--- config.mk ---
export PLATFORM = sky130hd
export DESIGN_NAME = rwqm_ram
export DESIGN_NICKNAME = d
export VERILOG_FILES = /design/src/hw/rtl/rwqm_ram.sv
export SDC_FILE = /design/constraint.sdc
export NUM_CORES = 1
export LEC_CHECK = 0
export BUFFER_PORTS_ARGS = -buffer_cell sky130_fd_sc_hd__buf_2
export CAP_MARGIN = 0
export CORE_MARGIN = 3
export CORE_UTILIZATION = 40
export CTS_BUF_LIST = sky130_fd_sc_hd__clkbuf_8
export DETAILED_ROUTE_END_ITERATION = 8
export GPL_ROUTABILITY_DRIVEN = 0
export GPL_TIMING_DRIVEN = 0
export PLACE_DENSITY = 0.52
export SLEW_MARGIN = 20
export SYNTH_ARGS = -nofsm -noshare
export SYNTH_HDL_FRONTEND = slang
export SYNTH_SLANG_ARGS = --single-unit
--- constraint.sdc ---
create_clock -name clock -period 2.6 [get_ports clock]
set_input_delay 0.26 -clock clock [delete_from_list [all_inputs] [get_ports clock]]
set_output_delay 0.26 -clock clock [all_outputs]
set_load 0.05 [all_outputs]
--- src/hw/rtl/rwqm_ram.sv ---
// Generic single-port-write, single-port-read RAM with registered read.
module rwqm_ram #(
   parameter int WIDTH = 8,
   parameter int DEPTH = 32
) (
   input  logic                     clock,
   input  logic                     wr_en,
   input  logic [$clog2(DEPTH)-1:0] wr_addr,
   input  logic [WIDTH-1:0]         wr_data,
   input  logic [$clog2(DEPTH)-1:0] rd_addr,
   output logic [WIDTH-1:0]         rd_data
);
   logic [WIDTH-1:0] mem [DEPTH];
   logic [WIDTH-1:0] rd_data_ff;

   always_ff @(posedge clock) begin
      if (wr_en) mem[wr_addr] <= wr_data;
      rd_data_ff <= mem[rd_addr];
   end
   assign rd_data = rd_data_ff;
endmodule

==> results.cfg <==
[sta]
fin_skew_ns = 0.009328
finalSetupViolCount = 0
timing.fmax_mhz = 436.4
maxSlewHeadroom = 0.4058
hold_viol_final = 0
post-route-period-util = 0.8814
tightest_slew_ns = 0.8881
finalMaxSlewViolations = 0
whs_ns = 0.2777
rsz0062_at_grt = no
finalCriticalPeriod_ns = 2.292

[synth]
synth_cell_types = 15
syn_avg_cell_area_sq_um = 24.11
synthCells = 417
synth.area.top_cells = edfxtp_1 (76%), mux4_2 (18%), dfxtp_1 (1.6%), nor2_1 (1.2%), mux2_2 (0.90%)
ys_warn_count = 0
yosys.area.top_type = edfxtp_1
synth_nets = 437
syn-cell-area_sq_um = 10050
ys_seq_elements = 264
seq_area_frac_synth = 0.7806
synth_top_area_share = 0.7647

[worst_setup_path]
cp.required_ns = 3.01
crit_arrival_ns = 2.70
end_kind = flop
crit_fanout = 10
worstSetupPathType = in2reg
startpoint_type = input port

[route]
drtAntennaViolNets = 0
dr.pass1.iters = 4
vias = 4511
wire_per_inst_um = 25.60
drc = 0
avgViaCountPerCell = 5.370
drt_wl_total_mm = 21.51
drtIter0Drc = 401

[layout]
layout_commonest_cell = edfxtp_1
fin_nets = 505
drive_above_1_share = 0.3275
n_antenna_cell = 0
final_cells = 840
n_fill_cell = 2121
mostFrequentLayoutCells = edfxtp_1 (256), mux4_2 (80), clkbuf_8 (45)
fin_util = 0.4612
syn2layout_area_growth_pct = 12.55

[placed_design]
dp_hpwl_mm = 13.53
port_buffers = 22
place_inst = 763

[clock_network]
post_cts_buffers = 0
clock_sinks = 264
cts_hold_buffers = 0
cts_buffers = 44
post_cts_resized = 0
tritoncts = yes
clock_latency_ns = 0.53
cts_root_buffer = clkbuf_8
cts_max_path_buffers = 3
cts-htree-levels = 2
cts.clk_slew.worst_paths_ns = 0.06

[global_route]
grt_pass1_wl_mm = 31.70
antenna_found_initial = 0
grt_pass1_vias = 4721
grt.overflow.total = 0
grt_usage = 0.1650
grt_max_degree = 33

[power]
power_leakage_nw = 3.559
vdd_drop_max_mv = 0.3342
power.density_nw_per_um2 = 742.3
power_mw = 8.399

[outcome]
status = completed

[floorplan]
ios = 28
core_area_sq_um = 24530
die_x_um = 164.5
fp.dieH_um = 164.5
rows = 57
start_util = 0.4098
dieArea_sq_um = 27070

[worst_hold_path]
min_path_type = in2reg

[run]
cap_viol_max_count = 0
## report_power, final
part	internal [mW]	switching [mW]	leakage, nW
logic	0.194	0.321	0.736
clock network	1.59	1.54	0.450
registers	4.73	0.0131	2.37
## sequential cells by signal, summed over array words and instances, names as in the netlist
name     count
mem        256
rd_data      8
## cell type report
cell class / count / area (sq um) / area share
plain buffers: 20 / 107.6 / 0.009510
clock buffers: 45 / 619.3 / 0.05474
clock inverters: 32 / 125.1 / 0.01106
multi-input cells: 133 / 2100 / 0.1856
flip-flops and latches: 264 / 7848 / 0.6936
well taps: 324 / 405.4 / 0.03583
repair buffers: 22 / 110.1 / 0.009731
## synthesized netlist by cell type
| cell type | number |
|---|---|
| edfxtp_1 | 256 |
| dfxtp_1 | 8 |
| or3b_2 | 3 |
| buf_4 | 6 |
| buf_1 | 6 |
| nand3b_1 | 5 |
| mux2_2 | 8 |
| buf_2 | 1 |
| nand3_1 | 2 |
| nor2_1 | 33 |
| nand2_1 | 1 |
| mux4_2 | 80 |
| or3_1 | 1 |
| clkbuf_1 | 6 |
| buf_6 | 1 |
## logic make-up (layout without fill, tap and decap cells)
kind of cell,after synthesis,count (layout),synth area share
buffers and inverters,20,119,0.01058
DFF,264,264,0.7806
muxes,88,88,0.1882
and+or+nand+nor,45,45,0.02066
## metrics by stage
step	setup slack, ns	TNS (ns)	instance area (sq um)
2_1_floorplan	0.5376	0	10050
3_3_place_gp	-0.2810	-2.019	10570
3_5_place_dp	-0.3051	-2.164	10570
4_1_cts	0.2635	0	11310
5_1_grt	0.2507	0	11310
6_report	0.3085	0	11310
## critical path, cell delays in order
cell and delay, ns:
clkbuf_1 0.47, buf_1 0.66, mux4_2 0.47, mux4_2 0.54, mux2_2 0.29
## worst paths after layout
| path | cells after the start | endpoint | startpoint | slack (ns) |
|---|---|---|---|---|
| max | 5 | rd_data[2] | rd_addr[2] | 0.31 |
| min | 1 | mem[31][3] | wr_data[3] | 0.28 |
| max reg2reg | 3 | rd_data[3] | mem[30][3] | 0.75 |
| min reg2reg | 3 | rd_data[1] | mem[24][1] | 0.94 |
## routing by layer
layer	wire, um	track usage
met1	9789	0.2439
met4	430	0.05032
met5	0	0
met2	10040	0.2496
met3	1250	0.03436
Power figures use the tool's default switching activity.
